**config.mk**
```make
export PLATFORM = sky130hd
export DESIGN_NAME = ring_buffer_deque
export DESIGN_NICKNAME = d
export VERILOG_FILES = /design/src/design/rbd_pkg.sv /design/src/design/rbd_ram.sv /design/src/design/rbd_ptr.sv /design/src/design/ring_buffer_deque.sv
export SDC_FILE = /design/constraint.sdc
export NUM_CORES = 1
export LEC_CHECK = 0
export ABC_AREA = 0
export ABC_CLOCK_PERIOD_IN_PS = 15050
export BUFFER_PORTS_ARGS = -buffer_cell sky130_fd_sc_hd__buf_2
export CORE_ASPECT_RATIO = 2
export CORE_UTILIZATION = 49
export CTS_BUF_LIST = sky130_fd_sc_hd__clkbuf_2 sky130_fd_sc_hd__clkbuf_4 sky130_fd_sc_hd__clkbuf_8
export CTS_CLUSTER_DIAMETER = 50
export DETAILED_ROUTE_END_ITERATION = 6
export GPL_TIMING_DRIVEN = 0
export PLACE_DENSITY = 0.74
export SYNTH_ARGS = -nofsm -noshare
export SYNTH_HDL_FRONTEND = slang
export SYNTH_SLANG_ARGS = --single-unit
```
**constraint.sdc**
```tcl
create_clock -name clk -period 15.05 [get_ports clk]
set_input_delay 0.7525 -clock clk [delete_from_list [all_inputs] [get_ports clk]]
set_output_delay 0.7525 -clock clk [all_outputs]
set_load 0.01 [all_outputs]
```
**src/design/rbd_pkg.sv**
```systemverilog
// ----------------------------------------------------------------------------
// rbd_pkg
// Shared sizes, codes and item types for the ring buffer deque.
// ----------------------------------------------------------------------------
`default_nettype none

package rbd_pkg;

  localparam int DEPTH  = 16;
  localparam int DATA_W = 32;
  localparam int KIND_W = 3;
  localparam int IDX_W  = 4;
  localparam int STAT_W = 2;

  localparam int PTR_W = (DEPTH > 1) ? $clog2(DEPTH) : 1;
  localparam int CNT_W = $clog2(DEPTH + 1);
  localparam int MAX_W = (PTR_W > CNT_W) ? ((PTR_W > IDX_W) ? PTR_W : IDX_W)
                                         : ((CNT_W > IDX_W) ? CNT_W : IDX_W);
  // wide enough for slot + offset before the wrap
  localparam int SUM_W = MAX_W + 1;

  // operation codes
  localparam logic [KIND_W-1:0] K_GET    = 3'd0;
  localparam logic [KIND_W-1:0] K_PUT    = 3'd1;
  localparam logic [KIND_W-1:0] K_PUSH_L = 3'd2;
  localparam logic [KIND_W-1:0] K_PUSH_H = 3'd3;
  localparam logic [KIND_W-1:0] K_POP_L  = 3'd4;
  localparam logic [KIND_W-1:0] K_POP_H  = 3'd5;

  // status codes
  localparam logic [STAT_W-1:0] ST_OK    = 2'd0;
  localparam logic [STAT_W-1:0] ST_FULL  = 2'd1;
  localparam logic [STAT_W-1:0] ST_EMPTY = 2'd2;
  localparam logic [STAT_W-1:0] ST_RANGE = 2'd3;

  typedef struct packed {
    logic [KIND_W-1:0] kind;
    logic [IDX_W-1:0]  index;
    logic [DATA_W-1:0] value;
  } in_item_t;

  typedef struct packed {
    logic [DATA_W-1:0] data_out;
    logic [STAT_W-1:0] status;
    logic [CNT_W-1:0]  count;
  } out_item_t;

  // decision of the pointer unit for one operation
  typedef struct packed {
    logic [PTR_W-1:0]  slot;
    logic [STAT_W-1:0] status;
    logic [CNT_W-1:0]  count;
    logic              wr;       // write value at slot
    logic              use_rd;   // result comes from the store
  } dec_t;

  // (base + off) mod DEPTH, valid for off < DEPTH
  function automatic logic [PTR_W-1:0] wrap_add(input logic [PTR_W-1:0] base,
                                                input logic [SUM_W-1:0] off);
    logic [SUM_W-1:0] sum;
    sum = SUM_W'(base) + off;
    if (sum >= SUM_W'(DEPTH)) begin
      sum = sum - SUM_W'(DEPTH);
    end
    return sum[PTR_W-1:0];
  endfunction

endpackage

`default_nettype wire

```
**src/design/rbd_ram.sv**
```systemverilog
// ----------------------------------------------------------------------------
// rbd_ram
// Single-port synchronous RAM, registered read data.
// ----------------------------------------------------------------------------
`default_nettype none

module rbd_ram #(
  parameter int DEPTH_P = 16,
  parameter int WIDTH_P = 32,
  parameter int ADDR_W  = (DEPTH_P > 1) ? $clog2(DEPTH_P) : 1
) (
  input  wire logic               clk,
  input  wire logic [ADDR_W-1:0]  addr,
  input  wire logic               we,
  input  wire logic [WIDTH_P-1:0] wdata,
  output logic      [WIDTH_P-1:0] rdata
);

  logic [WIDTH_P-1:0] mem_r [DEPTH_P];
  logic [WIDTH_P-1:0] rdata_r;

  always_ff @(posedge clk) begin
    if (we) begin
      mem_r[addr] <= wdata;
    end
    rdata_r <= mem_r[addr];
  end

  assign rdata = rdata_r;

endmodule

`default_nettype wire

```
**src/design/rbd_ptr.sv**
```systemverilog
// ----------------------------------------------------------------------------
// rbd_ptr
// Head pointer and fill count; decodes an item into slot, status, count.
// ----------------------------------------------------------------------------
`default_nettype none

module rbd_ptr (
  input  wire logic             clk,
  input  wire logic             rst_n,
  input  wire logic             accept,
  input  wire rbd_pkg::in_item_t item,
  output rbd_pkg::dec_t         dec
);

  logic [rbd_pkg::PTR_W-1:0] head_r, head_nxt;
  logic [rbd_pkg::CNT_W-1:0] fill_r, fill_nxt;
  logic [rbd_pkg::SUM_W-1:0] idx_ext, fill_ext;

  assign idx_ext  = rbd_pkg::SUM_W'(item.index);
  assign fill_ext = rbd_pkg::SUM_W'(fill_r);

  always_comb begin
    head_nxt   = head_r;
    fill_nxt   = fill_r;
    dec.slot   = head_r;
    dec.status = rbd_pkg::ST_OK;
    dec.wr     = 1'b0;
    dec.use_rd = 1'b0;
    unique case (item.kind)
      rbd_pkg::K_GET, rbd_pkg::K_PUT: begin
        if (idx_ext >= fill_ext) begin
          dec.status = rbd_pkg::ST_RANGE;
        end else begin
          dec.slot   = rbd_pkg::wrap_add(head_r, idx_ext);
          dec.wr     = (item.kind == rbd_pkg::K_PUT);
          dec.use_rd = 1'b1;
        end
      end
      rbd_pkg::K_PUSH_L, rbd_pkg::K_PUSH_H: begin
        if (fill_r == rbd_pkg::CNT_W'(rbd_pkg::DEPTH)) begin
          dec.status = rbd_pkg::ST_FULL;
        end else begin
          if (item.kind == rbd_pkg::K_PUSH_L) begin
            head_nxt = (head_r == '0) ? rbd_pkg::PTR_W'(rbd_pkg::DEPTH - 1)
                                      : head_r - 1'b1;
            dec.slot = head_nxt;
          end else begin
            dec.slot = rbd_pkg::wrap_add(head_r, fill_ext);
          end
          dec.wr   = 1'b1;
          fill_nxt = fill_r + 1'b1;
        end
      end
      rbd_pkg::K_POP_L, rbd_pkg::K_POP_H: begin
        if (fill_r == '0) begin
          dec.status = rbd_pkg::ST_EMPTY;
        end else begin
          if (item.kind == rbd_pkg::K_POP_L) begin
            dec.slot = head_r;
            head_nxt = rbd_pkg::wrap_add(head_r, rbd_pkg::SUM_W'(1));
          end else begin
            dec.slot = rbd_pkg::wrap_add(head_r, fill_ext - 1'b1);
          end
          dec.use_rd = 1'b1;
          fill_nxt   = fill_r - 1'b1;
        end
      end
      default: begin
        // unused codes: no change
      end
    endcase
    dec.count = fill_nxt;
  end

  always_ff @(posedge clk) begin
    if (!rst_n) begin
      head_r <= '0;
      fill_r <= '0;
    end else if (accept) begin
      head_r <= head_nxt;
      fill_r <= fill_nxt;
    end
  end

endmodule

`default_nettype wire

```
**src/design/ring_buffer_deque.sv**
```systemverilog
// ----------------------------------------------------------------------------
// ring_buffer_deque
// Double-ended queue over a circular single-port store.
// ----------------------------------------------------------------------------
// Usage:
//   An item (in_item: kind, index, value) is taken on a clock edge where
//   start is high and busy is low. Kinds: get, put, push low, push high,
//   pop low, pop high.
//   Each item gives exactly one result on out_item, shown for one cycle
//   with out_valid high. The receiver has no way to stall it.
//   Per item: at the accepting edge the store is read at the slot the
//   pointer unit picked (and head/fill move); in the busy cycle, put and
//   push write back and the result is registered. busy is high during
//   that write, so no new item is taken until the current one is done;
//   the next item sees the completed write and no forwarding is needed
//   on the single RAM port.
//   Errors (full, empty, index out of range) return data zero and leave
//   the queue unchanged; count always shows the fill after the item.
//   Reset (rst_n low, synchronous) empties the queue: head and fill clear.
//   Store contents are not cleared; only data from written slots is ever returned.
// ----------------------------------------------------------------------------
`default_nettype none

module ring_buffer_deque (
  input  wire logic               clk,
  input  wire logic               rst_n,
  input  wire logic               start,
  output logic                    busy,
  input  wire rbd_pkg::in_item_t  in_item,
  output logic                    out_valid,
  output rbd_pkg::out_item_t      out_item
);

  typedef enum logic {S_IDLE, S_EXEC} state_t;

  state_t                     state_r;
  rbd_pkg::dec_t              dec;
  rbd_pkg::dec_t              op_r;
  logic [rbd_pkg::DATA_W-1:0] val_r;
  logic                       out_valid_r;
  rbd_pkg::out_item_t         out_r;

  logic                       accept;
  logic [rbd_pkg::PTR_W-1:0]  ram_addr;
  logic                       ram_we;
  logic [rbd_pkg::DATA_W-1:0] ram_rdata;

  assign busy   = (state_r == S_EXEC);
  assign accept = start && !busy;

  rbd_ptr u_ptr (
    .clk    (clk),
    .rst_n  (rst_n),
    .accept (accept),
    .item   (in_item),
    .dec    (dec)
  );

  // read at accept, write back the following cycle
  assign ram_addr = busy ? op_r.slot : dec.slot;
  assign ram_we   = busy && op_r.wr;

  rbd_ram #(
    .DEPTH_P (rbd_pkg::DEPTH),
    .WIDTH_P (rbd_pkg::DATA_W)
  ) u_ram (
    .clk   (clk),
    .addr  (ram_addr),
    .we    (ram_we),
    .wdata (val_r),
    .rdata (ram_rdata)
  );

  // sequencer plus result register
  always_ff @(posedge clk) begin
    if (!rst_n) begin
      state_r     <= S_IDLE;
      out_valid_r <= 1'b0;
    end else begin
      out_valid_r <= 1'b0;
      unique case (state_r)
        S_IDLE: begin
          if (start) begin
            state_r <= S_EXEC;
          end
        end
        S_EXEC: begin
          state_r     <= S_IDLE;
          out_valid_r <= 1'b1;
        end
        default: begin
          state_r <= S_IDLE;
        end
      endcase
    end
    if (accept) begin
      op_r  <= dec;
      val_r <= in_item.value;
    end
    if (busy) begin
      out_r.status <= op_r.status;
      out_r.count  <= op_r.count;
      if (op_r.use_rd) begin
        out_r.data_out <= ram_rdata;          // get/put old value, pops
      end else if (op_r.wr) begin
        out_r.data_out <= val_r;              // pushes echo the word
      end else begin
        out_r.data_out <= '0;                 // errors, unused codes
      end
    end
  end

  assign out_valid = out_valid_r;
  assign out_item  = out_r;

endmodule

`default_nettype wire

```
==> results.toml, run 1 <==
[sta]
hold_ws_ps = 251
max_clock_freq_mhz = 172
timing.final.setup_violations = 0
hold_violations_final = 0
tightest_slew_ps = 1050
final_period_minus_worst_setup_slack_ps = 5810
slew_hr_pct = 29.2
clock-skew-final_ps = 25.6
layout_worst_path_cycle_share_pct = 38.6
slew_violations = 0
finalSetupTns_ps = 0
setup_repair_after_global_routing_missed_its_margin = "no"

[worst_setup_path]
crit_type = "register to register"
timing.critical_path.buf_inv = 5
slowest_stage = "sky130_fd_sc_hd__nor2_4"
cp_common_cell = "sky130_fd_sc_hd__clkbuf_1"
critical_path.endpoint_type = "register"
crit_path_cell_trace = "clkbuf_1 -> inv_1 -> ha_1 -> nor3b_1 -> a21boi_0 -> a2bb2oi_1 -> nor2_1 -> nor3_2 -> o31ai_1 -> clkbuf_1 -> buf_2 -> nand3_1 -> nor2_4 -> buf_16"
cp_data_arrival_time_ps = 6160
cp.required_ps = 15400
regToRegSetupSlack_ps = 9240
critical_path.max_stage_delay_ps = 750
critical_path_peak_fanout = 17
worst_path_dominant_cell_family = "buffers and inverters"
start_kind = "register"

[synth]
synthesis.area_um2 = 23800
combinational_family_with_the_most_area_after_synthesis = "compound AO/OA/AOI/OAI gates"
synthDominantAreaCellType = "sky130_fd_sc_hd__edfxtp_1"
syn_avg_cell_area_um2 = 16.8
synth_fp_nets = 1481
synthXorXnorAreaFrac_pct = 0.463
post_synth_num_cell_types = 59
syn-instance-count = 1413
synth.top_cell.area_share_pct = 75.2
postSynthRegisterBits = 639
synth_fa_ha_area_share_pct = 1.46
yosys-top-cells-area = "sky130_fd_sc_hd__edfxtp_1 (75%), sky130_fd_sc_hd__a22oi_1 (8.1%), sky130_fd_sc_hd__dfxtp_1 (3.6%), sky130_fd_sc_hd__a21oi_1 (3.1%), sky130_fd_sc_hd__ha_1 (1.2%)"
synth_compound_area_share_pct = 14.0
synthSimpleGateAreaFrac_pct = 2.96
synth_enable_flop_cells = 596
yosys-mux-area-fraction_pct = 0.216
proportion_of_synthesized_chip_area_in_sequential_cells_pct = 78.9
postSynth.asyncResetShare_pct = 0
synthFlopType = "sky130_fd_sc_hd__edfxtp_1"
synthesis.yosys.warnings = 0

[die]
die_height_um = 314
std_cell_rows = 113
die_span_x_um = 158
floorplan.die_area_um2 = 49500
io_pins = 83
start_util_pct = 49.9
coreArea_um2 = 47600

[pwr]
vdd_drop_max_mv = 0.108
pwr_density_cell_nw_per_um2 = 141
cellLeakagePower_uw = 0.00910

[detailed_routing]
initial_drc_count = 1545
route.detailed.vias_per_inst = 6.21
drtAntennaViolNets = 0
wirelength_um = 60500
firstDrtPassIters = 6
vias = 14287
routed_wire_per_std_cell_um = 26.3
post-route-drc-count = 0

[cts]
postCtsResizedCells = 0
root_buffer = "sky130_fd_sc_hd__clkbuf_8"
cts_buffers = 83
post_cts.repair.setup_buffers = 0
cts_buffer_depth = 3
clock_tree.htree_level_count = 3
clock-sinks = 639
clock_tree_from_tritoncts = "built"
clk_latency_ps = 680
clock_slew_at_reported_path_ffs_ps = 70
cts_hold_buffers = 0

[grt]
gr-total-overflow = 0
grt_pass1_wl_um = 88500
global_route.usage.met1_pct = 26.7
grt_use_total_pct = 25.0
global_routing_usage_on_met2_pct = 44.5
grt.busiest_layer = "met2"
grt_start_max_net_pins = 53
grt_util_met3_pct = 4.43
first_global_vias = 14810
antenna_found_initial = 1

[final_layout]
mostFrequentLayoutCells = "sky130_fd_sc_hd__edfxtp_1 (596), sky130_fd_sc_hd__a22oi_1 (256), sky130_fd_sc_hd__a21oi_1 (147), sky130_fd_sc_hd__buf_2 (105), sky130_fd_sc_hd__clkbuf_8 (98)"
design.final.nets = 1665
syn2layout_area_growth_pct = 15.2
mostFrequentLayoutCell = "sky130_fd_sc_hd__edfxtp_1"
layout-drive-gt1-share_pct = 18.1

[placement]
portBuffers = 82
post-dp-hpwl_um = 39000
gp_routability_congestion = 0.936

[run_status]
run_status = "complete, no violations"

[flow_run]
timing.max_cap.violations = 0

[worst_hold_path]
worst_hold_path_type = "primary input to register"
## registers in the layout, indices dropped and copies added (netlist names)
register and cells:
u_ptr.fill_r 5, u_ptr.head_r 4, u_ram.rdata 32, op_r 13
val_r 32, out_valid 1, busy 1, out_item 39
u_ram.mem_r 512
## report_power, final
part	internal [uW]	switching (uW)	total, uW
sequential	2010	40.1	2050
clock	773	629	1400
combinational	134	274	409
total	2910	944	3860
## cells by family (layout without fill, tap and decap cells)
kind of cell | count (synthesis) | in the layout
flip-flops | 639 | 639
XOR/XNOR | 11 | 11
multiplexers | 5 | 5
buffers and inverters | 117 | 371
adder cells (fa/ha/maj) | 26 | 26
AO/OA/AOI/OAI | 488 | 488
other | 0 | 1
AND/OR/NAND/NOR | 127 | 127
## metal layers
metal	share of wire, %	routed length [um]
met1	32	19600
met5	0	0
met2	53	32100
met4	6.4	3860
met3	8.1	4910
## through the flow
step           cell area (um2)  total power (uW)  setup WS (ps)  utilization (%)  cells
2_1_floorplan            23800              2310           9990                -   1413
3_3_place_gp             25000              2470           7660             52.4   2127
3_5_place_dp             25500              2490           9350             53.6   2144
4_1_cts                  27400              3860           9420             57.5   2299
5_1_grt                  27400              3970           9130             57.5   2300
6_report                 27400              3860           9240             57.5   2300
## final timing paths
check             cells after the start                          from                      endpoint
hold / removal                        1                   in_item[14]           val_r[14]$_DFFE_PP_
hold reg to reg                       0             op_r[3]$_DFFE_PP_         out_item[1]$_DFFE_PP_
setup reg to reg                     14  u_ptr.fill_r[0]$_SDFFE_PN0P_  u_ram.mem_r[14][8]$_DFFE_PP_
setup / recovery                     14  u_ptr.fill_r[0]$_SDFFE_PN0P_  u_ram.mem_r[14][8]$_DFFE_PP_
## layout make-up
class | count | area [um2]
Multi-Input combinational cell | 657 | 4660
Buffer | 92 | 400
Clock inverter | 28 | 302
Timing Repair Buffer | 99 | 826
Tap cell | 632 | 791
Sequential cell | 639 | 18800
Antenna cell | 1 | 2.50
Inverter | 25 | 93.8
Clock buffer | 127 | 1570
Fill cell | 3555 | 20200
## cell usage after synthesis, types with 3 or more instances
| master | instances |
|---|---|
| sky130_fd_sc_hd__buf_4 | 4 |
| sky130_fd_sc_hd__a31oi_1 | 3 |
| sky130_fd_sc_hd__dfxtp_1 | 43 |
| sky130_fd_sc_hd__buf_2 | 23 |
| sky130_fd_sc_hd__edfxtp_1 | 596 |
| sky130_fd_sc_hd__mux2i_1 | 4 |
| sky130_fd_sc_hd__a22oi_1 | 256 |
| sky130_fd_sc_hd__xnor2_1 | 6 |
| sky130_fd_sc_hd__fa_1 | 3 |
| sky130_fd_sc_hd__nor3b_1 | 3 |
| sky130_fd_sc_hd__buf_1 | 14 |
| sky130_fd_sc_hd__or3_1 | 4 |
| sky130_fd_sc_hd__o21ai_0 | 14 |
| sky130_fd_sc_hd__a22o_1 | 31 |
| sky130_fd_sc_hd__a21oi_1 | 147 |
| sky130_fd_sc_hd__o31ai_1 | 5 |
| sky130_fd_sc_hd__ha_1 | 23 |
| sky130_fd_sc_hd__nor2_1 | 37 |
| sky130_fd_sc_hd__or4_1 | 32 |
| sky130_fd_sc_hd__nand2b_1 | 4 |
| sky130_fd_sc_hd__o211ai_1 | 5 |
| sky130_fd_sc_hd__o22ai_1 | 4 |
| sky130_fd_sc_hd__nand2_1 | 19 |
| sky130_fd_sc_hd__nand3_1 | 11 |
| sky130_fd_sc_hd__clkbuf_1 | 50 |
| sky130_fd_sc_hd__a211oi_1 | 3 |
| sky130_fd_sc_hd__a21o_1 | 3 |
| sky130_fd_sc_hd__xor2_1 | 4 |
| sky130_fd_sc_hd__inv_1 | 24 |
Note: power is estimated with default switching activity, not from simulation.
==> inputs of run 2 (changes only) <==
--- a/config.mk
+++ b/config.mk
@@ -6,7 +6,7 @@
 export NUM_CORES = 1
 export LEC_CHECK = 0
 export ABC_AREA = 0
-export ABC_CLOCK_PERIOD_IN_PS = 15050
+export ABC_CLOCK_PERIOD_IN_PS = 5800
 export BUFFER_PORTS_ARGS = -buffer_cell sky130_fd_sc_hd__buf_2
 export CORE_ASPECT_RATIO = 2
 export CORE_UTILIZATION = 49
==> constraint.sdc (replaced) <==
create_clock -name clk -period 5.8 [get_ports clk]
set_input_delay 0.29 -clock clk [delete_from_list [all_inputs] [get_ports clk]]
set_output_delay 0.29 -clock clk [all_outputs]
set_load 0.01 [all_outputs]
==> results.toml, run 2 (synthesized netlist as in run 1, its figures left out) <==
[pwr]
cellLeakagePower_uw = 0.00927
net_sw_power_uw = 2460
switching_share_pct = 24.5
pwr_density_cell_nw_per_um2 = 361
seq_power_share_pct = 52.9
share_clk_of_total_power_pct = 36.3
fin_total_pwr_uw = 10000
combPwrFrac_pct = 10.8
p_int_uw = 7580
vdd_drop_max_mv = 0.278

[grt]
grt_start_max_net_pins = 53
first_global_vias = 14939
antenna_found_initial = 1
gr-total-overflow = 0
grt_pass1_wl_um = 89000
grt_use_total_pct = 25.1

[sta]
timing.final.setup_violations = 0
setup_repair_after_global_routing_missed_its_margin = "no"
layout_worst_path_cycle_share_pct = 95.5
slew_hr_pct = 26.7
hold_violations_final = 0
max_clock_freq_mhz = 181
tightest_slew_ps = 1080
slew_violations = 0
final_period_minus_worst_setup_slack_ps = 5540
finalSetupTns_ps = 0
clock-skew-final_ps = 29.8

[worst_setup_path]
worst-r2r-cell-count = 13
regToRegSetupSlack_ps = 260
slowest_stage = "sky130_fd_sc_hd__nor2_4"
crit_type = "register to register"
r2r_start = "u_ptr.fill_r[0]$_SDFFE_PN0P_"
critical_path_peak_fanout = 20
crit_path_cell_trace = "clkbuf_1 -> inv_1 -> ha_1 -> nor3b_1 -> a31oi_1 -> nand3_1 -> a221o_1 -> o31ai_1 -> clkbuf_1 -> buf_2 -> nand3_1 -> nor2_4 -> buf_16"
critPathLaunch = "u_ptr.fill_r[0]$_SDFFE_PN0P_"
cp.required_ps = 6150
timing.rr.end = "u_ram.mem_r[6][25]$_DFFE_PP_"
critical_path.max_stage_delay_ps = 640
critical_path_cell_count = 13
critical_path.endpoint_type = "register"
start_kind = "register"
cp_data_arrival_time_ps = 5890
crit_end = "u_ram.mem_r[6][25]$_DFFE_PP_"
worst_path_dominant_cell_family = "buffers and inverters"
timing.critical_path.buf_inv = 5

[die]
die_height_um = 314
io_pins = 83
floorplan.die_area_um2 = 49500
die_span_x_um = 158
std_cell_rows = 113
coreArea_um2 = 47600
start_util_pct = 49.9

[final_layout]
finish.instance_area_um2 = 27800
design.final.nets = 1703
mostFrequentLayoutCell = "sky130_fd_sc_hd__edfxtp_1"
syn2layout_area_growth_pct = 16.9
register_area_um2 = 18800
largest-register = "u_ram.mem_r"
mostFrequentLayoutCells = "sky130_fd_sc_hd__edfxtp_1 (596), sky130_fd_sc_hd__a22oi_1 (256), sky130_fd_sc_hd__a21oi_1 (147), sky130_fd_sc_hd__buf_2 (105), sky130_fd_sc_hd__clkbuf_8 (98)"
layout-drive-gt1-share_pct = 17.9
layout.filler_cells = 3499
largest_register_ffs = 512
final_cells = 2338
multi_input_gate_area_in_the_final_layout_um2 = 4660
post-route-util_pct = 58.4

[cts]
clk_latency_ps = 680
cts_buffers = 83
clock-sinks = 639
clock_tree.htree_level_count = 3
clock_tree_from_tritoncts = "built"
cts_buffer_depth = 3
clock_slew_at_reported_path_ffs_ps = 70
root_buffer = "sky130_fd_sc_hd__clkbuf_8"

[detailed_routing]
post-route-drc-count = 0
wirelength_um = 61300
initial_drc_count = 1528
vias = 14494
firstDrtPassIters = 5
routed_wire_per_std_cell_um = 26.2
route.detailed.vias_per_inst = 6.20
drtAntennaViolNets = 0

[placement]
portBuffers = 82
dpl-instance-area_um2 = 25500
placed_cells = 2144
post-dp-hpwl_um = 39000
gp_routability_congestion = 0.936

[worst_hold_path]
worst_hold_path_type = "primary input to register"

[run_status]
run_status = "complete, no violations"

[flow_run]
timing.max_cap.violations = 0
[run 2: per-layer routing]
metal | part of all wire [%] | vias up | track usage [%] | wire (um)
met4 | 6.4 | 0 | 16.5 | 3910
met1 | 33 | 7163 | 26.8 | 20000
met3 | 7.8 | 234 | 4.40 | 4810
li1 | - | 6200 | - | -
met5 | 0 | - | 0 | 0
met2 | 53 | 897 | 44.8 | 32500
[run 2: worst min-delay path by stage]
stage	from	to	slack (ps)	cells after the start
2_1_floorplan	in_item[0]	val_r[0]$_DFFE_PP_	390	0
3_3_place_gp	op_r[5]$_DFFE_PP_	out_item[3]$_DFFE_PP_	400	0
3_5_place_dp	op_r[3]$_DFFE_PP_	out_item[1]$_DFFE_PP_	410	0
4_1_cts	in_item[37]	op_r[1]$_DFFE_PP_	7	2
5_1_grt	in_item[37]	op_r[1]$_DFFE_PP_	40	2
6_report	in_item[37]	op_r[1]$_DFFE_PP_	50	2
[run 2: worst register-to-register path: stages (launching register included)]
cell	delay [ps]
sky130_fd_sc_hd__dfxtp_1	500
sky130_fd_sc_hd__clkbuf_1	320
sky130_fd_sc_hd__inv_1	200
sky130_fd_sc_hd__ha_1	250
sky130_fd_sc_hd__nor3b_1	190
sky130_fd_sc_hd__a31oi_1	410
sky130_fd_sc_hd__nand3_1	120
sky130_fd_sc_hd__a221o_1	400
sky130_fd_sc_hd__o31ai_1	560
sky130_fd_sc_hd__clkbuf_1	560
sky130_fd_sc_hd__buf_2	390
sky130_fd_sc_hd__nand3_1	420
sky130_fd_sc_hd__nor2_4	640
sky130_fd_sc_hd__buf_16	260
[run 2: final cells by class]
| cell class | count | share of cell area [%] |
|---|---|---|
| timing repair buffer | 137 | 4.43 |
| inverter | 25 | 0.337 |
| tap | 632 | 2.84 |
| antenna | 1 | 0.00900 |
| clock inverter | 28 | 1.08 |
| clock buffer | 127 | 5.63 |
| multi-input combinational | 657 | 16.8 |
| sequential | 639 | 67.5 |
| buffer | 92 | 1.44 |
[run 2: power by group through the flow]
stage | Combinational, uW | Clock (uW) | Sequential [uW]
after floorplan | 624 | 0 | 5380
after global placement | 996 | 0 | 5400
after detailed placement | 1040 | 0 | 5410
after CTS | 1070 | 3670 | 5310
after global routing | 1140 | 3870 | 5320
final | 1080 | 3640 | 5310
[run 2: timing repair]
action | in CTS | in global routing
endpoints found under the hold margin | 34 | 0
endpoints found under the setup margin | 0 | 33
hold buffers | 33 | 0
resized for setup | 0 | 1
buffers inserted | 0 | 5
[run 2: per-stage QoR]
| stage | setup slack, ps | hold WS, ps |
|---|---|---|
| 4_1_cts | 174 | 6.92 |
| 3_3_place_gp | -1530 | 405 |
| 3_5_place_dp | 195 | 406 |
| 5_1_grt | 11.8 | 41.7 |
| 2_1_floorplan | 1060 | 389 |
| 6_report | 262 | 47.3 |
==> inputs of run 3 (changes only) <==
--- a/config.mk
+++ b/config.mk
@@ -7,8 +7,9 @@
 export LEC_CHECK = 0
 export ABC_AREA = 0
 export ABC_CLOCK_PERIOD_IN_PS = 5800
-export BUFFER_PORTS_ARGS = -buffer_cell sky130_fd_sc_hd__buf_2
-export CORE_ASPECT_RATIO = 2
+export BUFFER_PORTS_ARGS = -buffer_cell sky130_fd_sc_hd__clkbuf_2
+export CAP_MARGIN = 0
+export CORE_ASPECT_RATIO = 0.8
 export CORE_UTILIZATION = 49
 export CTS_BUF_LIST = sky130_fd_sc_hd__clkbuf_2 sky130_fd_sc_hd__clkbuf_4 sky130_fd_sc_hd__clkbuf_8
 export CTS_CLUSTER_DIAMETER = 50
==> results.toml, run 3 (synthesized netlist as in run 1, its figures left out) <==
[final_layout]
mostFrequentLayoutCells = "sky130_fd_sc_hd__edfxtp_1 (596), sky130_fd_sc_hd__a22oi_1 (256), sky130_fd_sc_hd__a21oi_1 (147), sky130_fd_sc_hd__clkbuf_8 (104), sky130_fd_sc_hd__clkbuf_2 (82)"
syn2layout_area_growth_pct = 17.0
layout-drive-gt1-share_pct = 18.3
number_of_diodes_added_for_antenna_fixing = 0
design.final.nets = 1711
largest-register = "u_ram.mem_r"
mostFrequentLayoutCell = "sky130_fd_sc_hd__edfxtp_1"
largest_register_ffs = 512

[sta]
tightest_slew_ps = 1030
max_clock_freq_mhz = 181
layout_worst_path_cycle_share_pct = 95.0
finalSetupTns_ps = 0
setup_repair_after_global_routing_missed_its_margin = "no"
slew_violations = 0
clock-skew-final_ps = 22.0
slew_hr_pct = 30.0
hold_violations_final = 0
timing.final.setup_violations = 0
final_period_minus_worst_setup_slack_ps = 5510

[worst_setup_path]
critical_path.max_stage_delay_ps = 650
start_kind = "register"
cp_data_arrival_time_ps = 5870
slowest_stage = "sky130_fd_sc_hd__nor2_4"
cp_common_cell = "sky130_fd_sc_hd__nand3_1"
cp.required_ps = 6160
critical_path.endpoint_type = "register"
crit_type = "register to register"
worst-r2r-cell-count = 12
crit_path_cell_trace = "inv_1 -> ha_1 -> a2111oi_2 -> or3b_1 -> nand3_1 -> a221o_1 -> o31ai_1 -> clkbuf_1 -> buf_2 -> nand3_1 -> nor2_4 -> buf_16"
critical_path_peak_fanout = 18

[die]
coreArea_um2 = 47400
std_cell_rows = 71
io_pins = 83
die_span_x_um = 248
floorplan.die_area_um2 = 49400
start_util_pct = 50.1
die_height_um = 199

[grt]
grt_use_total_pct = 24.0
first_global_vias = 14083
grt_pass1_wl_um = 86400
antenna_found_initial = 0
grt_start_max_net_pins = 44
gr-total-overflow = 0

[run_status]
run_status = "complete, no violations"

[placement]
portBuffers = 82
gp_routability_congestion = 0.852
post-dp-hpwl_um = 36100

[pwr]
fin_total_pwr_uw = 10100
cellLeakagePower_uw = 0.00931
vdd_drop_max_mv = 0.188
pwr_density_cell_nw_per_um2 = 362

[cts]
clock_tree_from_tritoncts = "built"
postCtsResizedCells = 0
cts_hold_buffers = 34
post_cts.repair.setup_buffers = 0
clock-sinks = 639
clock_tree.htree_level_count = 3
clock_slew_at_reported_path_ffs_ps = 60
cts_buffers = 94
clk_latency_ps = 680
cts_buffer_depth = 3
root_buffer = "sky130_fd_sc_hd__clkbuf_8"

[detailed_routing]
firstDrtPassIters = 5
routed_wire_per_std_cell_um = 24.8
post-route-drc-count = 0
initial_drc_count = 1764
wl_met3_um = 5410
vias = 14217
wirelength_um = 58200
drt-met1-wl_um = 24100
drtAntennaViolNets = 0
route.detailed.vias_per_inst = 6.06
highest_layer = "met4"
met2_wirelength_um = 27200

[flow_run]
timing.max_cap.violations = 0

[worst_hold_path]
min_delay_path_depth = 3
worst_hold_path_type = "primary input to register"
run 3: cell type report:
class | count | area [um2]
Buffer | 92 | 400
Clock buffer | 132 | 1640
Clock inverter | 46 | 312
Fill cell | 3570 | 19600
Inverter | 25 | 93.8
Multi-Input combinational cell | 657 | 4660
Sequential cell | 639 | 18800
Tap cell | 620 | 776
Timing Repair Buffer | 134 | 1180
run 3: per-layer routing:
layer,vias to the layer above,GRT usage (%)
li1,6229,-
met1,7093,33.9
met2,775,37.6
met3,120,4.94
met4,0,7.93
met5,-,0
run 3: final timing paths:
kind | start | to | slack, ps
worst min-delay path | in_item[36] | op_r[1]$_DFFE_PP_ | 50
worst min register to register | op_r[6]$_DFFE_PP_ | out_item[4]$_DFFE_PP_ | 420
worst max register to register | u_ptr.fill_r[1]$_SDFFE_PN0P_ | u_ram.mem_r[10][16]$_DFFE_PP_ | 290
worst max-delay path | u_ptr.fill_r[1]$_SDFFE_PN0P_ | u_ram.mem_r[10][16]$_DFFE_PP_ | 290
run 3: critical path, delay by kind of cell, from the launching register on:
family                   cells  cell delay, ps
adder cells (fa/ha/maj)      1             350
buffers and inverters        4            1370
flip-flops                   1             430
AND/OR/NAND/NOR              4            1470
AO/OA/AOI/OAI                3            1580
run 3: power breakdown:
part / total [uW] / internal [uW] / switching [uW]
combinational: 1070 / 366 / 702
clock: 3700 / 1980 / 1720
sequential: 5310 / 5210 / 99.8
total: 10100 / 7550 / 2520
run 3: through the flow:
| step | hold WS (ps) | std cells | setup WS (ps) | util, % | instance area [um2] |
|---|---|---|---|---|---|
| 2_1_floorplan | 389 | 1413 | 1060 | - | 23800 |
| 3_3_place_gp | 409 | 2115 | -1270 | 52.6 | 25000 |
| 3_5_place_dp | 405 | 2133 | 370 | 53.8 | 25500 |
| 4_1_cts | 0.635 | 2345 | 340 | 58.6 | 27800 |
| 5_1_grt | 18.7 | 2345 | 104 | 58.6 | 27800 |
| 6_report | 46.1 | 2345 | 290 | 58.6 | 27800 |
